**src/rtl/pcg_mul.sv**
```systemverilog
// ----------------------------------------------------------------------------
// pcg_mul: shared 64x64 low-half multiplier
// Three 32x32 partial products accumulated in turn, low 64 bits of the product.
// ----------------------------------------------------------------------------
module pcg_mul (
  input  logic        clk_i,
  input  logic        rst_ni,
  input  logic        start_i,
  input  logic [63:0] a_i,
  input  logic [63:0] b_i,
  output logic        done_o,
  output logic [63:0] p_o
);
  logic [1:0]  step_q, step_d;
  logic        busy_q, busy_d;
  logic [63:0] a_q, b_q, acc_q, acc_d;
  logic [31:0] ma, mb;
  logic [63:0] pp;

  always_comb begin
    ma = a_q[31:0];
    mb = b_q[31:0];
    case (step_q)
      2'd1:    ma = a_q[63:32];
      2'd2:    mb = b_q[63:32];
      default: ;
    endcase
  end
  assign pp = ma * mb;

  always_comb begin
    acc_d  = acc_q;
    step_d = step_q;
    busy_d = busy_q;
    if (start_i) begin
      acc_d  = '0;
      step_d = 2'd0;
      busy_d = 1'b1;
    end else if (busy_q) begin
      if (step_q == 2'd0) acc_d = pp;
      else acc_d = acc_q + {pp[31:0], 32'd0};
      step_d = step_q + 2'd1;
      if (step_q == 2'd2) busy_d = 1'b0;
    end
  end

  always_ff @(posedge clk_i or negedge rst_ni) begin
    if (!rst_ni) begin
      busy_q <= 1'b0;
      step_q <= 2'd0;
      done_o <= 1'b0;
    end else begin
      busy_q <= busy_d;
      step_q <= step_d;
      done_o <= busy_q && (step_q == 2'd2);
    end
  end

  always_ff @(posedge clk_i) begin
    acc_q <= acc_d;
    if (start_i) begin
      a_q <= a_i;
      b_q <= b_i;
    end
  end

  assign p_o = acc_q;
endmodule

```
**config.mk**
```make
export PLATFORM = sky130hd
export DESIGN_NAME = pcg_mul
export DESIGN_NICKNAME = d
export VERILOG_FILES = /design/src/rtl/pcg_mul.sv
export SDC_FILE = /design/constraint.sdc
export NUM_CORES = 2
export LEC_CHECK = 0
export BUFFER_PORTS_ARGS = -buffer_cell sky130_fd_sc_hd__clkbuf_2
export CORE_MARGIN = 3
export CORE_UTILIZATION = 65
export DETAILED_ROUTE_END_ITERATION = 10
export PLACE_DENSITY = 0.84
export SLEW_MARGIN = 20
export SYNTH_ARGS = -nofsm -noshare
export SYNTH_HDL_FRONTEND = slang
export SYNTH_SLANG_ARGS = --single-unit
```
**constraint.sdc**
```tcl
create_clock -name clk_i -period 12.4 [get_ports clk_i]
set_clock_uncertainty 0.15 [all_clocks]
set_input_delay 2.48 -clock clk_i [delete_from_list [all_inputs] [get_ports clk_i]]
set_output_delay 2.48 -clock clk_i [all_outputs]
set_load 0.01 [all_outputs]
```
# --- Word-level counts from Yosys, hierarchy flattened ---
# Cells that the tools add are included.
word_totals:
  regBits: 196
  input_bits: 131
  out_inout_bits: 65
  wordCells: 22
op_classes:
  addsub: 2
  multipliers: 1
  n_eq_ne: 2
  n_mux: 8
  n_reduce_logical: 3
op_table:
  columns: ["op", "count"]
  rows:
  - ["$add A64 B64 Y64", 1]
  - ["$mul A32 B32 Y64", 1]
  - ["$mux W32", 2]
  - ["$mux W64", 1]
  - ["$mux W2", 2]
  - ["$mux W1", 3]
  - ["$add A2 B1 Y2 const B", 1]
  - ["$eq A2 B1 Y1 const B", 1]
  - ["$eq A2 B2 Y1 const B", 1]
  - ["$logic_not A2 Y1", 1]
  - ["$reduce_bool A2 Y1", 1]
  - ["$logic_and A1 B1 Y1", 1]

# --- Longest topological paths before layout ---
logic_depth:
  ltp_word: 5
  ltp_mapped: 38
  depth_no_buf: 34

# --- Worst setup path after synthesis ---
# No wires, ideal clock.
synth_timing:
  kind: "register to register"
  start: "register step_q[1]"
  end: "register acc_q[60] (netlist: p_o[60])"
  setup_ns: 0.103
  arrival_ns: 9.463
  required_time_ns: 12.147
  slack_ns: 2.684
  stages_incl_launch_ff: 36
  path_buffers: 5
  synth_period_minus_slack_ns: 9.716
  path_cell_list: "dfrtp_1 -> inv_1 -> ha_1 -> buf_2 -> buf_1 -> clkbuf_1 -> mux2i_1 -> nor2_1 -> fa_1 -> inv_1 -> fa_1 -> fa_1 -> fa_1 -> inv_1 -> fa_1 -> inv_1 -> fa_1 -> inv_1 -> fa_1 -> fa_1 -> ha_1 -> buf_2 -> o21a_1 -> a21oi_1 -> o2111ai_1 -> o22ai_1 -> nor2b_1 -> xnor2_1 -> ha_1 -> clkbuf_1 -> a21o_1 -> a21oi_1 -> a2bb2oi_1 -> nand3_1 -> nor3b_1 -> a2111oi_2"
synth_via:
  elab_chain_len: 5
  elab_cells_between_ends: 8
  classes_between: "1 x add/sub; 1 x mul; 2 x eq/ne; 3 x mux; 1 x reduce/logical"
synth_rtl:
  columns: ["item", "line", "rtl"]
  rows:
  - ["from (decl)", "14", "logic [1:0] step_q, step_d;"]
  - ["from (signal assigned)", "54", "step_q <= step_d;"]
  - ["$eq A2 B1 Y1 / $eq A2 B2 Y1 (equally long branches)", "23", "case (step_q)"]
  - ["$mux W32", "23", null]
  - ["$mul A32 B32 Y64", "29", "assign pp = ma * mb;"]
  - ["$add A64 B64 Y64", "41", "else acc_d = acc_q + {pp[31:0], 32'd0};"]
  - ["$mux W64 (*)", "40", "if (step_q == 2'd0) acc_d = pp;"]
  - ["to (signal assigned)", "60", "acc_q <= acc_d;"]
  - ["to (decl)", "16", "logic [63:0] a_q, b_q, acc_q, acc_d;"]
# Mark *: on every way between the ends. The rest lies on a longest branch, timed or not.
# A chain may end at the register's enable or synchronous reset.

# --- Worst setup path after layout ---
layout_timing:
  start: "register step_q[1]"
  end: "register acc_q[63] (netlist: p_o[63])"
# Same word-level chain as after synthesis.

==> impl_metrics.env <==
export IMPL_grt_max_degree=76
export IMPL_yosys_register_bits=196
export IMPL_fin_crit_ns=10.68
export IMPL_cpLargestDelayFamily="adder cells"
export IMPL_synth_commonest_cells="897 x fa_1, 896 x inv_1, 771 x nand2_1"
export IMPL_fmax_mhz=93.63
export IMPL_r2r_slack_ns=1.72
export IMPL_yosysTopAreaCell="fa_1"
export IMPL_fin_nets=5900
export IMPL_status="finished, final reports clean"
export IMPL_clockRootBuffer="clkbuf_16"
export IMPL_synth_top_area_share_pct=43.16
export IMPL_cts_setup_buffers=0
export IMPL_slew_viol_final=0
export IMPL_wire_per_inst_um=23.37
export IMPL_async_flop_share_pct=2.041
export IMPL_r2r_cells=30
export IMPL_grt_pass1_vias=35290
export IMPL_synth_edf_count=128
export IMPL_yosysSeqAreaShare_pct=12.56
export IMPL_syn_nets=5843
export IMPL_end_kind="flop"
export IMPL_setup_tns_ns=0
export IMPL_cts_made_buffers=17
export IMPL_drt_initial_drc_count=3445
export IMPL_dr_pass1_iters=8
export IMPL_syn_inst=4516
export IMPL_hp_class="flop to flop"
export IMPL_slowest_stage="mux2_2"
export IMPL_maxSlewHeadroom_pct=14.25
export IMPL_dp_hpwl_mm=102.0
export IMPL_grt_pass1_wl_mm=198.2
export IMPL_h_tree_depth=4
export IMPL_crit_type="flop to flop"
export IMPL_drc_errors=0
export IMPL_worstSkewPairLatency_ns=0.51
export IMPL_via_per_inst=6.144
export IMPL_grt_usage_pct=39.26
export IMPL_cp_num_cells=30
export IMPL_setup_viol=0
export IMPL_hold_buffers=0
export IMPL_path_max_fanout=33
export IMPL_die_w_um=259.0
export IMPL_syn2layout_area_growth_pct=5.522
export IMPL_clkTransAtPathRegs_ns=0.08
export IMPL_rsz0062_at_grt="no"
export IMPL_worstMarginPinSlew_ns=1.261
export IMPL_start_util_pct=65.83
export IMPL_syn_area_mm2=0.04160
export IMPL_insertedDiodeCount=0
export IMPL_ys_top_cells_by_area="fa_1 43%, edfxtp_1 9.2%, ha_1 9.0%"
export IMPL_die_h_um=259.0
export IMPL_routabilityCongestion=1.025
export IMPL_syn_avg_cell_area_um2=9.213
export IMPL_hp_start="p_o[22]"
export IMPL_cts_resized=0
export IMPL_r2r_start="step_q[1]"
export IMPL_num_rows=92
export IMPL_clockBufferDepth=2
export IMPL_cap_violations=0
export IMPL_drtAntennaViolNets=0
export IMPL_finalCritPeriodShare_pct=86.13
export IMPL_antenna_found_initial=1
export IMPL_wl_mm=126.9
export IMPL_hold_viol=0
export IMPL_numPortBuffers=195
export IMPL_r2r_end="p_o[63]"
export IMPL_whs_path_depth=2
export IMPL_grt_ovfl_total=0
export IMPL_die_area_mm2=0.06708
export IMPL_io_pins=196
export IMPL_worst_path_most_repeated_cell="fa_1"
export IMPL_path_buf_inv=5
export IMPL_worstSetupStartpointType="flop"
export IMPL_yosysMostFrequentCell="fa_1"
export IMPL_min_to="p_o[22]"
export IMPL_worstPathArrival_ns=10.93
export IMPL_slowest_delay_ns=0.87
export IMPL_cts_tree="done"
export IMPL_cts_sinks=196
export IMPL_worstPathRequired_ns=12.65
export IMPL_synth_cell_type_count=85
export IMPL_coreArea_mm2=0.06320
export IMPL_drive_above_1_share_pct=8.897
export IMPL_ys_warn_count=0
export IMPL_ys_flop_type="edfxtp_1"
export IMPL_vias=33370
kinds of logic (layout without fill, tap and decap cells):
logic type               count (synthesis)  in the layout  share of synthesized area [%]
AO/OA/AOI/OAI                          420            420                          6.616
XOR/XNOR                                75             75                          1.615
adder cells (fa/ha/maj)               1196           1196                          52.15
buffers and inverters                 1119           1189                          10.45
flip-flops                             196            196                          12.56
multiplexers                           123            123                          3.143
AND/OR/NAND/NOR                       1387           1387                          13.46
worst max-delay path by stage:
stage	from	to	slack, ns
after CTS	step_q[1]	p_o[62]	1.91
after global routing	step_q[1]	p_o[62]	1.32
final	step_q[1]	p_o[63]	1.72
after floorplan	step_q[1]	p_o[60]	2.68
after detailed placement	step_q[1]	p_o[63]	1.98
after global placement	step_q[1]	p_o[63]	1.91
worst reg2reg max path: cells and delay by family (launching register included):
family | cells | cell delay (ns)
buffers and inverters | 5 | 0.84
adder cells (fa/ha/maj) | 11 | 5.35
multiplexers | 2 | 1.04
flip-flops | 1 | 0.42
AO/OA/AOI/OAI | 6 | 1.20
AND/OR/NAND/NOR | 5 | 1.03
XOR/XNOR | 1 | 0.53
area by class of cell:
cell class	count	area, µm²
multi-input combinational	3201	32150
fill	4661	19290
sequential	196	5225
inverter	897	3367
timing repair buffer	260	1498
tap	846	1059
clock buffer	17	425.4
clock inverter	15	173.9
sequential cells by signal, indices dropped and copies added (netlist names):
name and cells:
a_q 64, b_q 64, p_o 64, step_q 2
busy_q 1, done_o 1
through the flow:
step	cell area [µm²]	util (%)	instances	hold WS, ns	setup slack [ns]
final	43900	69.47	5432	0.3085	1.720
after global routing	43900	69.47	5432	0.3247	1.323
after CTS	43870	69.42	5431	0.3074	1.914
after detailed placement	43270	68.48	5399	0.2954	1.979
after global placement	43240	68.42	5397	0.2934	1.907
after floorplan	41600	-	4516	0.3305	2.684
routing by layer:
layer	track usage, %	routed length, µm	vias up
met5	0	40	-
met4	22.97	9137	6
met3	11.25	16320	572
met2	60.45	56490	2382
met1	49.91	44940	16540
li1	-	-	13870
layout by cell type (no fill, tap or decap), drive strengths merged, types with 16 or more instances in the layout:
master,count
xor2,29
nor2,452
fa,897
mux2i,62
dfxtp,64
ha,299
nand3,24
o211ai,16
clkbuf,211
a21o,49
nor3,24
xnor2,45
o21bai,22
a21oi,155
edfxtp,128
inv,905
buf,66
o21ai,65
and2,19
mux2,61
nand4,27
nand2,773
Power is not shown: default switching activity piles up to over one toggle a cycle in this logic, so the estimate is an artifact.
