`config.mk`:
```
export PLATFORM = sky130hd
export DESIGN_NAME = pcg_div
export DESIGN_NICKNAME = d
export VERILOG_FILES = /design/src/rtl/pcg_div.sv
export SDC_FILE = /design/constraint.sdc
export NUM_CORES = 1
export LEC_CHECK = 0
export BUFFER_PORTS_ARGS = -buffer_cell sky130_fd_sc_hd__buf_2
export CAP_MARGIN = 15
export CORE_UTILIZATION = 50
export CTS_CLUSTER_DIAMETER = 60
export DETAILED_ROUTE_END_ITERATION = 8
export PLACE_DENSITY_LB_ADDON = 0.12
export SLEW_MARGIN = 30
export SYNTH_ARGS = -nofsm -noshare
export SYNTH_HDL_FRONTEND = slang
export SYNTH_SLANG_ARGS = --single-unit
```
`constraint.sdc`:
```
create_clock -name clk_i -period 7.98 [get_ports clk_i]
set_input_delay 1.596 -clock clk_i [delete_from_list [all_inputs] [get_ports clk_i]]
set_output_delay 1.596 -clock clk_i [all_outputs]
set_load 0.01 [all_outputs]
```
`src/rtl/pcg_div.sv`:
```
// ----------------------------------------------------------------------------
// pcg_div: 32-bit restoring remainder unit
// One quotient bit per cycle; returns only the remainder.
// ----------------------------------------------------------------------------
module pcg_div (
  input  logic        clk_i,
  input  logic        rst_ni,
  input  logic        start_i,
  input  logic [31:0] num_i,
  input  logic [31:0] den_i,
  output logic        done_o,
  output logic [31:0] rem_o
);
  logic [5:0]  cnt_q;
  logic        busy_q;
  logic [31:0] num_q, den_q;
  logic [32:0] rem_q, sh;

  assign sh = {rem_q[31:0], num_q[31]};

  always_ff @(posedge clk_i or negedge rst_ni) begin
    if (!rst_ni) begin
      busy_q <= 1'b0;
      cnt_q  <= '0;
      done_o <= 1'b0;
    end else begin
      done_o <= busy_q && (cnt_q == 6'd31);
      if (start_i) begin
        busy_q <= 1'b1;
        cnt_q  <= '0;
      end else if (busy_q) begin
        cnt_q <= cnt_q + 6'd1;
        if (cnt_q == 6'd31) busy_q <= 1'b0;
      end
    end
  end

  always_ff @(posedge clk_i) begin
    if (start_i) begin
      num_q <= num_i;
      den_q <= den_i;
      rem_q <= '0;
    end else if (busy_q) begin
      num_q <= {num_q[30:0], 1'b0};
      if (sh >= {1'b0, den_q}) rem_q <= sh - {1'b0, den_q};
      else rem_q <= sh;
    end
  end

  assign rem_o = rem_q[31:0];
endmodule

```
Word-level counts from Yosys, hierarchy flattened
Cells that the tools add are included.
{"block": "totals", "reg_bits": 104, "output_inout_bits": 33, "word_cells": 20}
{"block": "classes", "addsub": 2, "order_cmp": 1, "eq_ne": 1, "n_mux": 8, "n_reduce_logical": 2}
{"op": "32-bit two-way mux", "count": 3}
{"op": "33-bit by 32-bit >= comparator with 1-bit output", "count": 1}
{"op": "32-bit subtractor", "count": 1}
{"op": "6-bit two-way mux", "count": 2}
{"op": "6-bit by 1-bit adder with 6-bit output (second input constant)", "count": 1}
{"op": "6-bit by 5-bit equality test with 1-bit output (second input constant)", "count": 1}
{"op": "1-bit two-way mux", "count": 3}
{"op": "2-bit nonzero test", "count": 1}
{"op": "1-bit logical AND", "count": 1}

Longest topological paths before layout
{"block": "logic_depth", "ltp_word": 4, "ltp_mapped": 14, "depth_no_buf": 13}

Worst setup path before layout
OpenSTA, ideal clock, no wires.
{"block": "synth_path", "path_kind": "input -> register", "start": "input port start_i", "end": "register num_q[0], enable pin", "t_arrival_ns": 2.704, "t_required_ns": 7.593, "slack_ns": 4.890, "path_stages": 3, "path_buffers": 1, "cell_sequence": "clkbuf_1 nor2_1 inv_1"}
{"block": "synth_between", "elab_chain_len": 1}
{"item": "start: declaration", "line_no": "8", "text": "input logic start_i,"}
{"item": "2-bit nonzero test (no source line)"}
{"item": "end signal: assignment", "line_no": "40", "text": "num_q <= num_i;"}
{"item": "end signal: assignment", "line_no": "44", "text": "num_q <= {num_q[30:0], 1'b0};"}
{"item": "end: declaration", "line_no": "16", "text": "logic [31:0] num_q, den_q;"}
No other way between the ends.
A chain may end at the register's enable or synchronous reset.

Worst setup path in the final report
{"block": "layout_path", "start": "register num_q[31]", "end": "register rem_q[30]"}
{"block": "layout_between", "elab_chain_len": 2, "word_cells_on_any_way": 3, "cone_classes": "add/sub: 1; order compare: 1; mux: 1"}
{"item": "32-bit subtractor or 33-bit by 32-bit >= comparator with 1-bit output (tied branches)", "line_no": "45", "text": "if (sh >= {1'b0, den_q}) rem_q <= sh - {1'b0, den_q};"}
{"item": "32-bit two-way mux *", "line_no": "45"}
{"item": "end signal: assignment", "line_no": "45"}
{"item": "end signal: assignment", "line_no": "46", "text": "else rem_q <= sh;"}
{"item": "end: declaration", "line_no": "17", "text": "logic [32:0] rem_q, sh;"}
Mark *: on every way between the ends. The rest lies on a longest branch, timed or not.

==> reports/qor.log <==
INFO  outcome        run_status=finished, final reports clean
INFO  global_routing globalRoute.totalOverflow=0
INFO  clocking       hold_buffers_post_cts=0
INFO  clocking       cts.root.buffer_cell=sky130_fd_sc_hd__clkbuf_16
INFO  sta            setup_repair_after_global_routing_missed_its_margin=no
INFO  routing        ant_nets=0
INFO  yosys          synth_mux_area_share=6.461%
INFO  critical_path  critical_path.reg2reg.startpoint=num_q[31]$_DFFE_PP_
INFO  yosys          synthesis.nets=663
INFO  yosys          synth_compound_area_share=17.53%
INFO  clocking       cts_max_path_buffers=2
INFO  critical_path  worstSetupStartpoint=num_q[31]$_DFFE_PP_
INFO  layout         design.final.nets=750
INFO  routing        detailroute.via_count=4419
INFO  critical_path  cpMaxStageDelayCell=sky130_fd_sc_hd__a2111oi_4
INFO  routing        wl_per_cell=15.81microns
INFO  critical_path  timing.critical_path.fanout_max=5
INFO  yosys          largest_family_of_logic_cells_by_synthesized_area=compound AO/OA/AOI/OAI gates
INFO  clocking       ctsHtreeMaxLevel=3
INFO  critical_path  critical_path.max_stage_delay=0.43ns
INFO  clocking       path_clk_slew=0.07ns
INFO  global_routing globalRouteMet1Util=27.37%
INFO  pwr            netSwitchingPower=0.0008202W
INFO  yosys          synth-adder-area-share=7.354%
INFO  global_routing met3_usage=6.806%
INFO  critical_path  arrival_time_of_the_worst_setup_path=3.59ns
INFO  yosys          synthesis.area_per_instance=10.47squm
INFO  pwr            comb_power_share=44.2%
INFO  floorplan      site_row_count=39
INFO  routing        drt-initial-drc-count=240
INFO  floorplan      die-area=12210squm
INFO  global_routing first_global_vias=4507
INFO  yosys          number_of_synthesized_flops_with_an_enable_pin=64
INFO  layout         antenna_cells_inserted=0
INFO  routing        vias_per_cell=5.545
INFO  critical_path  criticalPathCategory=reg -> reg
INFO  floorplan      io_pins=100
INFO  global_routing groute.usage.overall=21.97%
INFO  layout         area.growth.synth_to_final=14.30%
INFO  place          place.detailed.hpwl=9116microns
INFO  critical_path  cp.required=8.25ns
INFO  sta            final_critical_path_required_period=3.321ns
INFO  routing        first_pass_iters=4
INFO  sta            finalCritPeriodShare=41.62%
INFO  pwr            sw_share=39.25%
INFO  floorplan      initial_util=51.34%
INFO  yosys          synth_cell_type_count=65
INFO  hold_path      min_path_type=reg -> reg
INFO  yosys          synth_largest_type_area_fraction=32.65%
INFO  floorplan      core_area=11470squm
INFO  critical_path  setup.worst_path.start_class=flip-flop
INFO  global_routing grt_start_max_net_pins=59
INFO  sta            hold_viol_final=0
INFO  hold_path      hold_start=cnt_q[5]$_DFFE_PN0P_
INFO  clocking       post_cts_resized=0
INFO  pwr            internal-power=0.001269W
INFO  place          placed_cell_area=6462squm
INFO  yosys          postSynthRegisterBits=104
INFO  layout         fin_area=6729squm
INFO  yosys          ys_seq_area_share=46.93%
INFO  floorplan      die_y=110.5microns
INFO  yosys          synth_async_sr_flop_share=7.692%
INFO  global_routing initial_antenna_violation_count=0
INFO  sta            slew_headroom=52.54%
INFO  yosys          synth_top_cell_by_area=sky130_fd_sc_hd__edfxtp_1
INFO  sta            timing.final.max_slew_violations=0
INFO  yosys          synth_top_cells_by_area=sky130_fd_sc_hd__edfxtp_1, sky130_fd_sc_hd__dfxtp_1, sky130_fd_sc_hd__ha_1
INFO  sta            fin_ws=4.659ns
INFO  sta            achievable-frequency=0.3011GHz
INFO  place          setup_slack_after_placement=4.469ns
INFO  global_routing wire_length_of_the_first_global_routing_pass=21500microns
INFO  pwr            pwr-share-seq=36.1%
INFO  place          place.gp.congestion=0.8624
INFO  yosys          yosys.area_share.simple=13.03%
INFO  critical_path  path_cells=inv_1, ha_1, inv_1, fa_1, a21o_1, a221oi_2, o21ai_4, a2111oi_4, o31ai_2, o41ai_4, o21ai_0, xnor2_1, o31ai_1
INFO  routing        route.detailed.drc=0
INFO  yosys          synth-xor-area-share=4.166%
INFO  sta            setup_violations=0
INFO  sta            finalSetupTns=0ns
INFO  yosys          synth_ff_type=sky130_fd_sc_hd__edfxtp_1
INFO  yosys          post_synthesis_cells=562
INFO  layout         n_fill_cell=1013
INFO  pwr            total_power=0.002090W
INFO  pwr            vdd.ir_drop.worst=0.2464mV
INFO  clocking       tritoncts=yes
INFO  clocking       postCtsSetupBuffers=0
INFO  sta            tightest_slew=0.7119ns
INFO  yosys          yosysWarningCount=0
INFO  yosys          synth_commonest_cells=sky130_fd_sc_hd__nand2_1, sky130_fd_sc_hd__edfxtp_1, sky130_fd_sc_hd__inv_1, sky130_fd_sc_hd__nor2_1, sky130_fd_sc_hd__a21oi_1
INFO  pwr            power_leakage=2.943nW
INFO  pwr            cellPowerDensity=310.5nW/um^2
INFO  critical_path  setup.worst_path.end_class=flip-flop
INFO  clocking       worst_skew_pair.late_latency=0.36ns
INFO  clocking       clock_sinks=104
INFO  sta            timing.clock.skew=0.01084ns
INFO  clocking       numCtsBuffers=9
INFO  global_routing globalRouteMet2Util=35.57%
INFO  yosys          synth_area=5887squm
INFO  layout         utilization=58.68%
INFO  critical_path  worst-r2r-setup-slack=4.66ns
INFO  layout         drive_above_1_share=25.69%
INFO  floorplan      die-width=110.5microns
INFO  place          io_buffers=99
INFO  run            max_cap_viol_count=0
INFO  routing        routed_wl=12600microns
INFO  pwr            clockPowerShare=19.7%
INFO  yosys          synth_most_common_cell=sky130_fd_sc_hd__nand2_1
INFO  global_routing global_route.peak_usage_layer=met2
INFO  critical_path  cpMostUsedCell=sky130_fd_sc_hd__inv_1
==> path summary, 6_finish.rpt <==
check | to | cells past startpoint
min in group asynchronous | busy_q$_DFF_PN0_ | 1
setup / recovery | rem_q[30]$_SDFFE_PP0P_ | 13
hold reg to reg | done_o$_DFF_PN0_ | 1
hold / removal | done_o$_DFF_PN0_ | 1
max in group asynchronous | cnt_q[3]$_DFFE_PN0P_ | 1
setup reg to reg | rem_q[30]$_SDFFE_PP0P_ | 13
==> routing by layer <==
| metal | wire length [microns] | part of all wire [%] |
|---|---|---|
| met2 | 5950 | 47 |
| met3 | 694 | 5.5 |
| met4 | 223 | 1.8 |
| met1 | 5728 | 45 |
| met5 | 0 | 0 |
==> state kept, by name, indices dropped and copies added (netlist names) <==
register	count
num_q	32
busy_q	1
done_o	1
rem_q	32
cnt_q	6
den_q	32
==> layout make-up <==
class / count / area (sq um) / area share (%)
clock buffers: 12 / 236.5 / 3.514
multi-input cells: 394 / 2858 / 42.47
clock inverters: 4 / 30.03 / 0.4463
inverters: 38 / 142.6 / 2.120
well taps: 143 / 178.9 / 2.659
repair buffers: 102 / 520.5 / 7.735
flip-flops and latches: 104 / 2763 / 41.06
==> kinds of logic after synthesis <==
group | after synthesis
buffers and inverters | 64
AO/OA/AOI/OAI | 139
XOR/XNOR | 28
flip-flops | 104
multiplexers | 34
adder cells (fa/ha/maj) | 34
AND/OR/NAND/NOR | 159
==> stage by stage <==
step | cells | hold WS [ns]
floorplan | 562 | 0.4343
CTS | 797 | 0.4818
global route | 797 | 0.5016
detailed placement | 781 | 0.4726
finish | 797 | 0.4826
global placement | 781 | 0.4575
==> critical path, delay by kind of cell, from the launching register on <==
kind	cells	cell delay, ns
compound gates	8	2.00
buf+inv	2	0.12
xor+xnor	1	0.15
flops	1	0.40
fa+ha+maj	2	0.56
==> cell usage in the layout (no fill, tap or decap), drive strengths merged, types with 3 or more instances in the layout <==
master     n
nor2b      3
nand2b     6
o21a      10
nand4      7
inv       40
and4       5
dfrtp      8
clkbuf    12
nand3     11
xor2      12
a21o      11
mux2      32
o31ai      5
dfxtp     32
a31oi      3
o211ai     6
a2111oi    3
a311oi    20
nor2      38
nor3       4
and3       3
or3        3
ha        33
a32oi      4
and2       4
buf      102
nand2     70
xnor2     16
a21oi     34
o21ai     27
edfxtp    64
==> power groups by stage <==
stage	combinational, W	clock [W]	sequential, W
5_1_grt	0.00103	0.000442	0.000770
4_1_cts	0.000926	0.000421	0.000754
3_5_place_dp	0.000922	0	0.000765
6_report	0.000923	0.000412	0.000754
3_3_place_gp	0.000908	0	0.000763
2_1_floorplan	0.000682	0	0.000773
(Power assumes the default switching activity.)
